File: src/rtl/hglc_pkg.sv
// ----------------------------------------------------------------------------
// hglc_pkg
// Shared types, constants and tables of the GET request-line checker and
// its path hash unit.
// ----------------------------------------------------------------------------
`timescale 1ns / 1ps
`default_nettype none

package hglc_pkg;

	// request limits
	localparam int MAX_REQUEST_BYTES = 4096;
	localparam int BLOCK_BYTES       = 16;
	localparam int CNT_W             = $clog2(MAX_REQUEST_BYTES + 2);
	localparam int IDX_W             = $clog2(BLOCK_BYTES);
	localparam int PATH_W            = 12;
	localparam int VERSION_LEN       = 10;

	// match words
	localparam logic [31:0] METHOD_GET = 32'h2054_4547;
	localparam logic [31:0] TAIL_CRLF2 = 32'h0A0D_0A0D;
	localparam logic [7:0]  SPACE_CHAR = 8'h20;

	// final mix multipliers
	localparam logic [31:0] FMIX_C1 = 32'h85eb_ca6b;
	localparam logic [31:0] FMIX_C2 = 32'hc2b2_ae35;

	// one hash block, byte 0 in the low bits
	typedef logic [BLOCK_BYTES-1:0][7:0] blk_t;

	// result codes
	typedef enum logic [2:0] {
		ST_OK         = 3'd0,
		ST_BAD_REQ    = 3'd1,
		ST_METHOD     = 3'd2,
		ST_INVALID    = 3'd3,
		ST_TOO_LONG   = 3'd4,
		ST_VERSION    = 3'd5,
		ST_INCOMPLETE = 3'd6
	} status_t;

	// top level sequencer
	typedef enum logic [2:0] {
		T_IDLE,
		T_ABS,
		T_WAIT,
		T_FIN,
		T_RES
	} top_state_t;

	// hash unit sequencer
	typedef enum logic [3:0] {
		H_IDLE,
		H_MA,
		H_MB,
		H_MX,
		H_XOR,
		H_SUM,
		H_SPR,
		H_F1,
		H_F2,
		H_F3
	} hash_state_t;

	// control into the hash unit
	typedef struct packed {
		logic start;
		logic clear;
	} hash_ctl_t;

	// status out of the hash unit
	typedef struct packed {
		logic busy;
		logic done;
	} hash_sts_t;

	function automatic logic [31:0] rotr17(input logic [31:0] x);
		return {x[16:0], x[31:17]};
	endfunction

	function automatic logic [31:0] mul_a(input logic [1:0] j);
		logic [31:0] r;
		unique case (j)
			2'd0: r = 32'h239b_961b;
			2'd1: r = 32'hab0e_9789;
			2'd2: r = 32'h38b3_4ae5;
			2'd3: r = 32'ha1e3_8b93;
			default: r = '0;
		endcase
		return r;
	endfunction

	function automatic logic [31:0] mul_b(input logic [1:0] j);
		return mul_a(j + 2'd1);
	endfunction

	function automatic logic [31:0] add_c(input logic [1:0] j);
		logic [31:0] r;
		unique case (j)
			2'd0: r = 32'h561c_cd1b;
			2'd1: r = 32'h0bca_a747;
			2'd2: r = 32'h96cd_1c35;
			2'd3: r = 32'h32ac_3b17;
			default: r = '0;
		endcase
		return r;
	endfunction

	// "HTTP/1.1\r\n"
	function automatic logic [7:0] version_char(input logic [3:0] i);
		logic [7:0] r;
		unique case (i)
			4'd0: r = 8'h48;
			4'd1: r = 8'h54;
			4'd2: r = 8'h54;
			4'd3: r = 8'h50;
			4'd4: r = 8'h2F;
			4'd5: r = 8'h31;
			4'd6: r = 8'h2E;
			4'd7: r = 8'h31;
			4'd8: r = 8'h0D;
			4'd9: r = 8'h0A;
			default: r = 8'h00;
		endcase
		return r;
	endfunction

endpackage

`default_nettype wire

File: src/rtl/hglc_hash.sv
// ----------------------------------------------------------------------------
// hglc_hash
// Path hash unit: absorbs one 16-byte block per start with a single shared
// 32x32 multiplier, and finalizes when the block holds a space.
// ----------------------------------------------------------------------------
`timescale 1ns / 1ps
`default_nettype none

module hglc_hash (
	input  wire logic              clk,
	input  wire logic              arst_n,
	input  wire hglc_pkg::hash_ctl_t ctl,
	input  wire hglc_pkg::blk_t    blk,
	input  wire logic [31:0]       len,
	output hglc_pkg::hash_sts_t    sts,
	output logic [63:0]            lanes01
);
	import hglc_pkg::*;

	hash_state_t st_q, st_d;
	logic [1:0]  j_q;
	logic        ph_q;
	logic        fin_q;
	logic        done_q;
	logic [31:0] t_q, s_q;
	logic [31:0] lane_q [4];
	logic [31:0] hh_q [4];
	logic [31:0] w_q [4];
	logic [31:0] len_q;

	logic [31:0] op_a, op_b, prod;
	logic [31:0] lane_j, sum_j, mix_j;
	logic        has_sp;
	logic [IDX_W-1:0] last_sp;
	blk_t        fin_blk;

	// last space in the incoming block, and the masked block
	always_comb begin
		has_sp  = 1'b0;
		last_sp = '0;
		for (int i = 0; i < BLOCK_BYTES; i++) begin
			if (blk[i] == SPACE_CHAR) begin
				has_sp  = 1'b1;
				last_sp = IDX_W'(i);
			end
		end
		for (int i = 0; i < BLOCK_BYTES; i++) begin
			fin_blk[i] = (has_sp && IDX_W'(i) <= last_sp) ? ~blk[i] : blk[i];
			if (has_sp && IDX_W'(i) > last_sp)
				fin_blk[i] = 8'h00;
		end
	end

	// shared multiplier, operands by step
	assign lane_j = lane_q[j_q];
	always_comb begin
		op_a = '0;
		op_b = '0;
		unique case (st_q)
			H_MA: begin
				op_a = w_q[j_q];
				op_b = mul_a(j_q);
			end
			H_MB: begin
				op_a = rotr17(t_q);
				op_b = mul_b(j_q);
			end
			H_F1: begin
				op_a = lane_j ^ (lane_j >> 16);
				op_b = FMIX_C1;
			end
			H_F2: begin
				op_a = t_q ^ (t_q >> 13);
				op_b = FMIX_C2;
			end
			H_F3: begin
				op_a = t_q;
				op_b = t_q >> 16;
			end
			default: begin
				op_a = '0;
				op_b = '0;
			end
		endcase
	end
	assign prod = op_a * op_b;

	// lane mix: (h[j] + h[j+1]) * 5 + c[j]
	assign sum_j = hh_q[j_q] + hh_q[j_q + 2'd1];
	assign mix_j = sum_j + (sum_j << 2) + add_c(j_q);

	// state register
	always_ff @(posedge clk or negedge arst_n) begin
		if (!arst_n) begin
			st_q <= H_IDLE;
		end else begin
			st_q <= st_d;
		end
	end

	// next state
	always_comb begin
		st_d = st_q;
		unique case (st_q)
			H_IDLE: if (ctl.start) st_d = H_MA;
			H_MA:   st_d = H_MB;
			H_MB:   st_d = (j_q == 2'd3) ? H_MX : H_MA;
			H_MX: begin
				if (j_q == 2'd3)
					st_d = fin_q ? H_XOR : H_IDLE;
			end
			H_XOR:  st_d = H_SUM;
			H_SUM:  st_d = H_SPR;
			H_SPR:  st_d = ph_q ? H_IDLE : H_F1;
			H_F1:   st_d = H_F2;
			H_F2:   st_d = H_F3;
			H_F3:   st_d = (j_q == 2'd3) ? H_SUM : H_F1;
			default: st_d = H_IDLE;
		endcase
	end

	// datapath
	always_ff @(posedge clk or negedge arst_n) begin
		if (!arst_n) begin
			j_q    <= '0;
			ph_q   <= 1'b0;
			fin_q  <= 1'b0;
			done_q <= 1'b0;
			for (int i = 0; i < 4; i++) lane_q[i] <= '0;
		end else begin
			unique case (st_q)
				H_IDLE: begin
					if (ctl.clear) begin
						done_q <= 1'b0;
						for (int i = 0; i < 4; i++) lane_q[i] <= '0;
					end else if (ctl.start) begin
						j_q   <= '0;
						ph_q  <= 1'b0;
						fin_q <= has_sp;
						len_q <= len;
						for (int i = 0; i < 4; i++)
							w_q[i] <= {fin_blk[4*i+3], fin_blk[4*i+2],
								fin_blk[4*i+1], fin_blk[4*i]};
					end
				end
				H_MA: t_q <= prod;
				H_MB: begin
					hh_q[j_q] <= lane_j ^ prod;
					j_q       <= j_q + 2'd1;
				end
				H_MX: begin
					lane_q[j_q] <= mix_j;
					j_q         <= j_q + 2'd1;
				end
				H_XOR: begin
					for (int i = 0; i < 4; i++) lane_q[i] <= lane_q[i] ^ len_q;
				end
				H_SUM: s_q <= lane_q[0] + lane_q[1] + lane_q[2] + lane_q[3];
				H_SPR: begin
					for (int i = 1; i < 4; i++) lane_q[i] <= lane_q[i] + s_q;
					j_q  <= '0;
					ph_q <= 1'b1;
					if (ph_q) done_q <= 1'b1;
				end
				H_F1: t_q <= prod;
				H_F2: t_q <= prod;
				H_F3: begin
					lane_q[j_q] <= prod;
					j_q         <= j_q + 2'd1;
				end
				default: ;
			endcase
		end
	end

	assign sts.busy = (st_q != H_IDLE);
	assign sts.done = done_q;
	assign lanes01  = {lane_q[1], lane_q[0]};

endmodule

`default_nettype wire

File: src/rtl/http_get_line_check_and_path_hash.sv
// ----------------------------------------------------------------------------
// http_get_line_check_and_path_hash
// Checks a GET request line byte by byte and hashes the path area.
// ----------------------------------------------------------------------------
//  channel | dir | contents
//  s_*     | in  | tdata[7:0] request byte, tlast final byte of request
//  m_*     | out | tdata: status[2:0], path_hash[66:3], path_length[78:67]
//
//  When a byte closes a 16-byte block, s_tready stays low while the shared
//  multiplier of the hash unit absorbs it, and also while the hash is
//  finalized when the block holds the first space. After the final byte,
//  one padded block is absorbed when needed before the result is formed.
//  s_tready is low while a block absorbs or a result is being formed; a
//  result waits in the output register until taken. Reset clears the
//  control state; the block buffer is rewritten before it is read.
// ----------------------------------------------------------------------------
`timescale 1ns / 1ps
`default_nettype none

module http_get_line_check_and_path_hash (
	input  wire logic        clk,
	input  wire logic        arst_n,
	input  wire logic        s_tvalid,
	output logic             s_tready,
	input  wire logic [7:0]  s_tdata,   // byte_in
	input  wire logic        s_tlast,   // is_last
	output logic             m_tvalid,
	input  wire logic        m_tready,
	output logic [79:0]      m_tdata    // status, path_hash, path_length, pad
);
	import hglc_pkg::*;

	top_state_t        st_q, st_d;
	logic [CNT_W-1:0]  cnt_q;
	logic [31:0]       method_q;
	blk_t              buf_q;
	logic              space_q;
	logic [PATH_W-1:0] uri_q;
	logic [PATH_W-1:0] bstart_q;
	logic [3:0]        vm_q;
	logic              vok_q;
	logic [31:0]       tail_q;
	logic              last_q;
	logic              pad_q;
	logic              m_valid_q;
	logic [79:0]       m_data_q;

	hash_ctl_t         hctl;
	hash_sts_t         hsts;
	logic [63:0]       lanes01;

	logic              acc, in_rng, past_hdr, need_abs, need_pad, out_free;
	logic [IDX_W-1:0]  idx, fill;
	status_t           status;
	logic              show;

	hglc_hash u_hash (
		.clk     (clk),
		.arst_n  (arst_n),
		.ctl     (hctl),
		.blk     (buf_q),
		.len     ({{(32-PATH_W){1'b0}}, uri_q}),
		.sts     (hsts),
		.lanes01 (lanes01)
	);

	assign s_tready = (st_q == T_IDLE);
	assign acc      = s_tvalid && s_tready;
	assign in_rng   = cnt_q < CNT_W'(MAX_REQUEST_BYTES);
	assign past_hdr = cnt_q >= CNT_W'(4);
	assign idx      = IDX_W'(cnt_q - CNT_W'(4));
	assign fill     = IDX_W'(cnt_q - CNT_W'(4));
	assign need_abs = in_rng && past_hdr && (idx == IDX_W'(BLOCK_BYTES - 1)) && !hsts.done;
	assign need_pad = (cnt_q <= CNT_W'(MAX_REQUEST_BYTES)) && !hsts.done &&
		(cnt_q > CNT_W'(4)) && (fill != '0) && !pad_q;
	assign out_free = !m_valid_q || m_tready;

	// result checks in priority order
	always_comb begin
		show   = 1'b0;
		status = ST_OK;
		priority if (cnt_q > CNT_W'(MAX_REQUEST_BYTES)) begin
			status = ST_TOO_LONG;
		end else if (cnt_q < CNT_W'(16)) begin
			status = ST_BAD_REQ;
		end else if (method_q != METHOD_GET) begin
			status = ST_METHOD;
		end else if (!hsts.done ||
				CNT_W'(bstart_q) >= (cnt_q - CNT_W'(16))) begin
			status = ST_INVALID;
		end else begin
			show = 1'b1;
			priority if (CNT_W'(uri_q) >= cnt_q)
				status = ST_TOO_LONG;
			else if (!(vok_q && vm_q == 4'(VERSION_LEN)))
				status = ST_VERSION;
			else if (tail_q != TAIL_CRLF2)
				status = ST_INCOMPLETE;
			else
				status = ST_OK;
		end
	end

	// state register
	always_ff @(posedge clk or negedge arst_n) begin
		if (!arst_n) begin
			st_q <= T_IDLE;
		end else begin
			st_q <= st_d;
		end
	end

	// next state and hash control
	always_comb begin
		st_d       = st_q;
		hctl.start = 1'b0;
		hctl.clear = 1'b0;
		unique case (st_q)
			T_IDLE: begin
				if (acc) begin
					if (need_abs) st_d = T_ABS;
					else if (s_tlast) st_d = T_FIN;
				end
			end
			T_ABS: begin
				hctl.start = 1'b1;
				st_d       = T_WAIT;
			end
			T_WAIT: begin
				if (!hsts.busy) st_d = last_q ? T_FIN : T_IDLE;
			end
			T_FIN: st_d = need_pad ? T_ABS : T_RES;
			T_RES: begin
				if (out_free) begin
					hctl.clear = 1'b1;
					st_d       = T_IDLE;
				end
			end
			default: st_d = T_IDLE;
		endcase
	end

	// request state
	always_ff @(posedge clk or negedge arst_n) begin
		if (!arst_n) begin
			cnt_q     <= '0;
			method_q  <= '0;
			space_q   <= 1'b0;
			uri_q     <= '0;
			bstart_q  <= '0;
			vm_q      <= '0;
			vok_q     <= 1'b0;
			tail_q    <= '0;
			last_q    <= 1'b0;
			pad_q     <= 1'b0;
			m_valid_q <= 1'b0;
		end else begin
			// output register: load a new result or drop a taken one
			if (st_q == T_RES && out_free) m_valid_q <= 1'b1;
			else if (m_tready) m_valid_q <= 1'b0;
			unique case (st_q)
				T_IDLE: begin
					if (acc) begin
						last_q <= s_tlast;
						if (in_rng) begin
							if (!past_hdr) begin
								method_q[cnt_q[1:0]*8 +: 8] <= s_tdata;
							end else begin
								buf_q[idx] <= s_tdata;
								if (!space_q && s_tdata == SPACE_CHAR) begin
									space_q <= 1'b1;
									uri_q   <= PATH_W'(cnt_q - CNT_W'(4));
									vok_q   <= 1'b1;
									vm_q    <= '0;
								end else if (space_q && vm_q < 4'(VERSION_LEN)) begin
									if (s_tdata != version_char(vm_q)) vok_q <= 1'b0;
									vm_q <= vm_q + 4'd1;
								end
								if (need_abs)
									bstart_q <= PATH_W'(cnt_q - CNT_W'(BLOCK_BYTES + 3));
							end
							tail_q <= {s_tdata, tail_q[31:8]};
						end
						if (cnt_q <= CNT_W'(MAX_REQUEST_BYTES)) cnt_q <= cnt_q + CNT_W'(1);
					end
				end
				T_FIN: begin
					if (need_pad) begin
						pad_q    <= 1'b1;
						bstart_q <= PATH_W'(cnt_q - CNT_W'(4) - CNT_W'(fill));
						for (int i = 0; i < BLOCK_BYTES; i++)
							if (IDX_W'(i) >= fill) buf_q[i] <= 8'h00;
					end
				end
				T_RES: begin
					if (out_free) begin
						m_data_q  <= {1'b0,
							show ? uri_q : {PATH_W{1'b0}},
							show ? lanes01 : 64'd0,
							status};
						cnt_q    <= '0;
						method_q <= '0;
						space_q  <= 1'b0;
						uri_q    <= '0;
						bstart_q <= '0;
						vm_q     <= '0;
						vok_q    <= 1'b0;
						tail_q   <= '0;
						last_q   <= 1'b0;
						pad_q    <= 1'b0;
					end
				end
				default: ;
			endcase
		end
	end

	assign m_tvalid = m_valid_q;
	assign m_tdata  = m_data_q;

endmodule

`default_nettype wire
File: config.mk
export PLATFORM = sky130hd
export DESIGN_NAME = http_get_line_check_and_path_hash
export DESIGN_NICKNAME = d
export VERILOG_FILES = /design/src/rtl/hglc_pkg.sv /design/src/rtl/hglc_hash.sv /design/src/rtl/http_get_line_check_and_path_hash.sv
export SDC_FILE = /design/constraint.sdc
export NUM_CORES = 2
export LEC_CHECK = 0
export BUFFER_PORTS_ARGS = -buffer_cell sky130_fd_sc_hd__buf_4
export CORE_AREA = 2 2 383 385
export CTS_CLUSTER_SIZE = 30
export DETAILED_ROUTE_END_ITERATION = 12
export DIE_AREA = 0 0 385 387
export PLACE_DENSITY = 0.62
export SLEW_MARGIN = 15
export SYNTH_ARGS = -nofsm -noshare
export SYNTH_HDL_FRONTEND = slang
export SYNTH_SLANG_ARGS = --single-unit
File: constraint.sdc
create_clock -name clk -period 19.8 [get_ports clk]
set_clock_uncertainty 0.05 [all_clocks]
set_input_delay 0 -clock clk [delete_from_list [all_inputs] [get_ports clk]]
set_output_delay 0 -clock clk [all_outputs]
set_load 0.01 [all_outputs]
==> flow_summary.ini <==
[run_status]
status = completed

[clocking]
clockRootBuffer = clkbuf_16
cts_buffers = 85
clock_sinks = 789
tritoncts = done
clkTransAtPathRegs_ns = 0.07
cts_buffer_depth = 3
clkLatencyLatePin_ns = 0.74
post_cts_buffers = 0
htree_levels = 3

[detailed_routing]
first_pass_iters = 6
wl_met2_mm = 95.6
initialDrtViolationCount = 5860
vias_per_cell = 6.07
wl_met3_mm = 21.7
top_layer_used = met5
vias = 50964
drc = 0
totalWireLength_mm = 218
antenna_left = 0
wl_per_cell_um = 26.0
wl_met1_mm = 89.8

[logic_synthesis]
syn-cell-area_um2 = 64700
synth_enable_flop_cells = 539
ys_seq_elements = 789
synthFlopType = edfxtp_1
synth_cell_types = 90
synth.top_cells.by_count = nand2_1, inv_1, edfxtp_1
synth_nets = 7297
yosysWarnings = 0
netlist.area_leader.share = 0.250
syn_inst = 6423
ys_seq_area_frac = 0.347
postSynth.asyncResetShare = 0.317
synth_area_leaders = edfxtp_1, fa_1, dfrtp_1
synth.avg_cell_area_um2 = 10.1
synth_area_leader_cell = edfxtp_1
synth.most_common_cell = nand2_1

[sta]
fin_ws_ns = 8.06
final-setup-viol-count = 0
worst_pin_slew_ns = 1.38
fin_crit_ns = 11.74
rsz0062_at_grt = no
finalCritPeriodShare = 0.593
hold_viol = 0
final.setup.tns_ns = 0
timing.fmax_mhz = 85.2
drv_slew = 0
maxSlewHeadroom = 0.0742
holdWs_ns = 0.180

[worst_setup_path]
crit_arrival_ns = 12.32
crit_path_end_kind = flip-flop
cp-start-kind = flip-flop
crit_fanout = 46
worst-setup-path-type = flip-flop to flip-flop
required_ns = 20.38

[die]
dieArea_um2 = 149000
die_h_um = 387
die_w_um = 385
fp-row-count = 140
initial_core_util = 0.447
io_pins = 95
coreArea_um2 = 145000

[finish]
area_delta_synth_final_pct = 9.13
finalNonFillerCells = 8399
fin_nets = 7288
drive_above_1_share = 0.0830
antenna_cells = 0
fillers = 13223

[global_routing]
grt.overflow.total = 0
grt_max_degree = 103
grt_antenna_before_repair = 8
grt_pass1_vias = 50416
grt_pass1_wl_mm = 328
grtUsageTotal = 0.294

[placement]
dp_cells = 8229
gp_congestion = 1.01
portBuffers = 93
dp_slack_ns = 8.35
hpwl_mm = 162

[hold_path]
hold_path_class = input port to flip-flop

[run]
maxCapViolations = 0
-- cell usage in the layout, fill, tap and decap left out, types with 44 or more instances in the layout --
cell type  netlist  routed
a21o_1         118     118
a21oi_1        430     429
and2_1         120     119
buf_4            6     205
clkbuf_16        0      86
dfrtp_1        250     248
edfxtp_1       539     539
fa_1           501     501
ha_1           360     357
inv_1          553     553
mux2i_1         68      68
mux4_2         128     128
nand2_1        802     801
nand2b_1        44      44
nand3_1        194     194
nor2_1         532     525
nor2b_1         54      54
o21ai_0        292     287
o22ai_1         74      74
xnor2_1        226     225
xor2_1         140     140
-- area by class of cell --
cell class	instances	area [um2]	area share
repair buffers	222	1730	0.0245
clock buffers	105	2240	0.0318
flip-flops and latches	789	22400	0.318
multi-input cells	4760	39100	0.554
well taps	1917	2400	0.0340
clock inverters	50	586	0.00829
inverters	556	2090	0.0295
-- through the flow --
stage,utilization,cell area (um2)
floorplan,-,64700
global placement,0.467,67600
detailed placement,0.467,67700
CTS,0.488,70600
global route,0.488,70600
finish,0.488,70600
-- critical path, cell delays in order (launching register included) --
cell      delay [ns]
dfrtp_4         0.92
buf_4           0.56
buf_4           0.70
mux4_2          0.54
xor2_1          0.43
a221o_1         0.70
nand2_1         0.17
fa_1            0.61
fa_1            0.54
inv_1           0.06
fa_1            0.54
inv_1           0.07
fa_1            0.46
fa_1            0.51
fa_1            0.55
inv_1           0.05
fa_1            0.49
fa_1            0.46
ha_1            0.28
nor3_1          0.21
nand2_1         0.07
o32ai_1         0.81
o21bai_1        0.20
xnor2_1         0.62
nand2_1         0.10
o21ai_1         0.49
a21oi_1         0.19
o22ai_1         0.19
-- layer usage --
metal	GRT usage	up-vias
li1	-	22387
met1	0.411	25497
met2	0.436	2538
met3	0.0666	538
met4	0.127	4
met5	0	-
-- repair_timing --
| item | CTS | global route |
|---|---|---|
| gates resized for setup | 0 | 0 |
| endpoints found under the hold margin | 361 | 0 |
| hold buffers | 15 | 0 |
-- sequential cells by signal, indices dropped and copies added, names as in the netlist, 13 cells and up --
| register | cells |
|---|---|
| buf_q | 128 |
| u_hash.lane_q | 64 |
| u_hash.t_q | 32 |
| u_hash.s_q | 32 |
| u_hash.lanes01 | 64 |
| method_q | 32 |
| u_hash.w_q | 128 |
| m_tdata | 79 |
| tail_q | 32 |
| cnt_q | 13 |
| u_hash.hh_q | 128 |
-- logic make-up (layout without fill, tap and decap cells) --
group / after synthesis / in the layout / synth area share
AND/OR/NAND/NOR: 1967 / 1967 / 0.137
AO/OA/AOI/OAI: 1361 / 1361 / 0.133
buffers and inverters: 874 / 933 / 0.0519
adder cells (fa/ha/maj): 861 / 861 / 0.225
flip-flops: 789 / 789 / 0.347
XOR/XNOR: 372 / 372 / 0.0515
multiplexers: 198 / 198 / 0.0554
other: 1 / 1 / 0.0000579
-- final timing paths --
check,slack (ns),end,depth (start not counted),from
worst min register to register,0.43,method_q[0],2,method_q[0]
worst max register to register,8.06,u_hash.lanes01[55],27,u_hash.j_q[1]
worst min-delay path,0.18,st_q[0],4,s_tlast
worst max-delay path,8.06,u_hash.lanes01[55],27,u_hash.j_q[1]
min in group asynchronous,0.31,method_q[24],4,arst_n
max in group asynchronous,17.64,u_hash.lanes01[3],5,arst_n
Power is not shown: default switching activity piles up to over one toggle a cycle in this logic, so the estimate is an artifact.
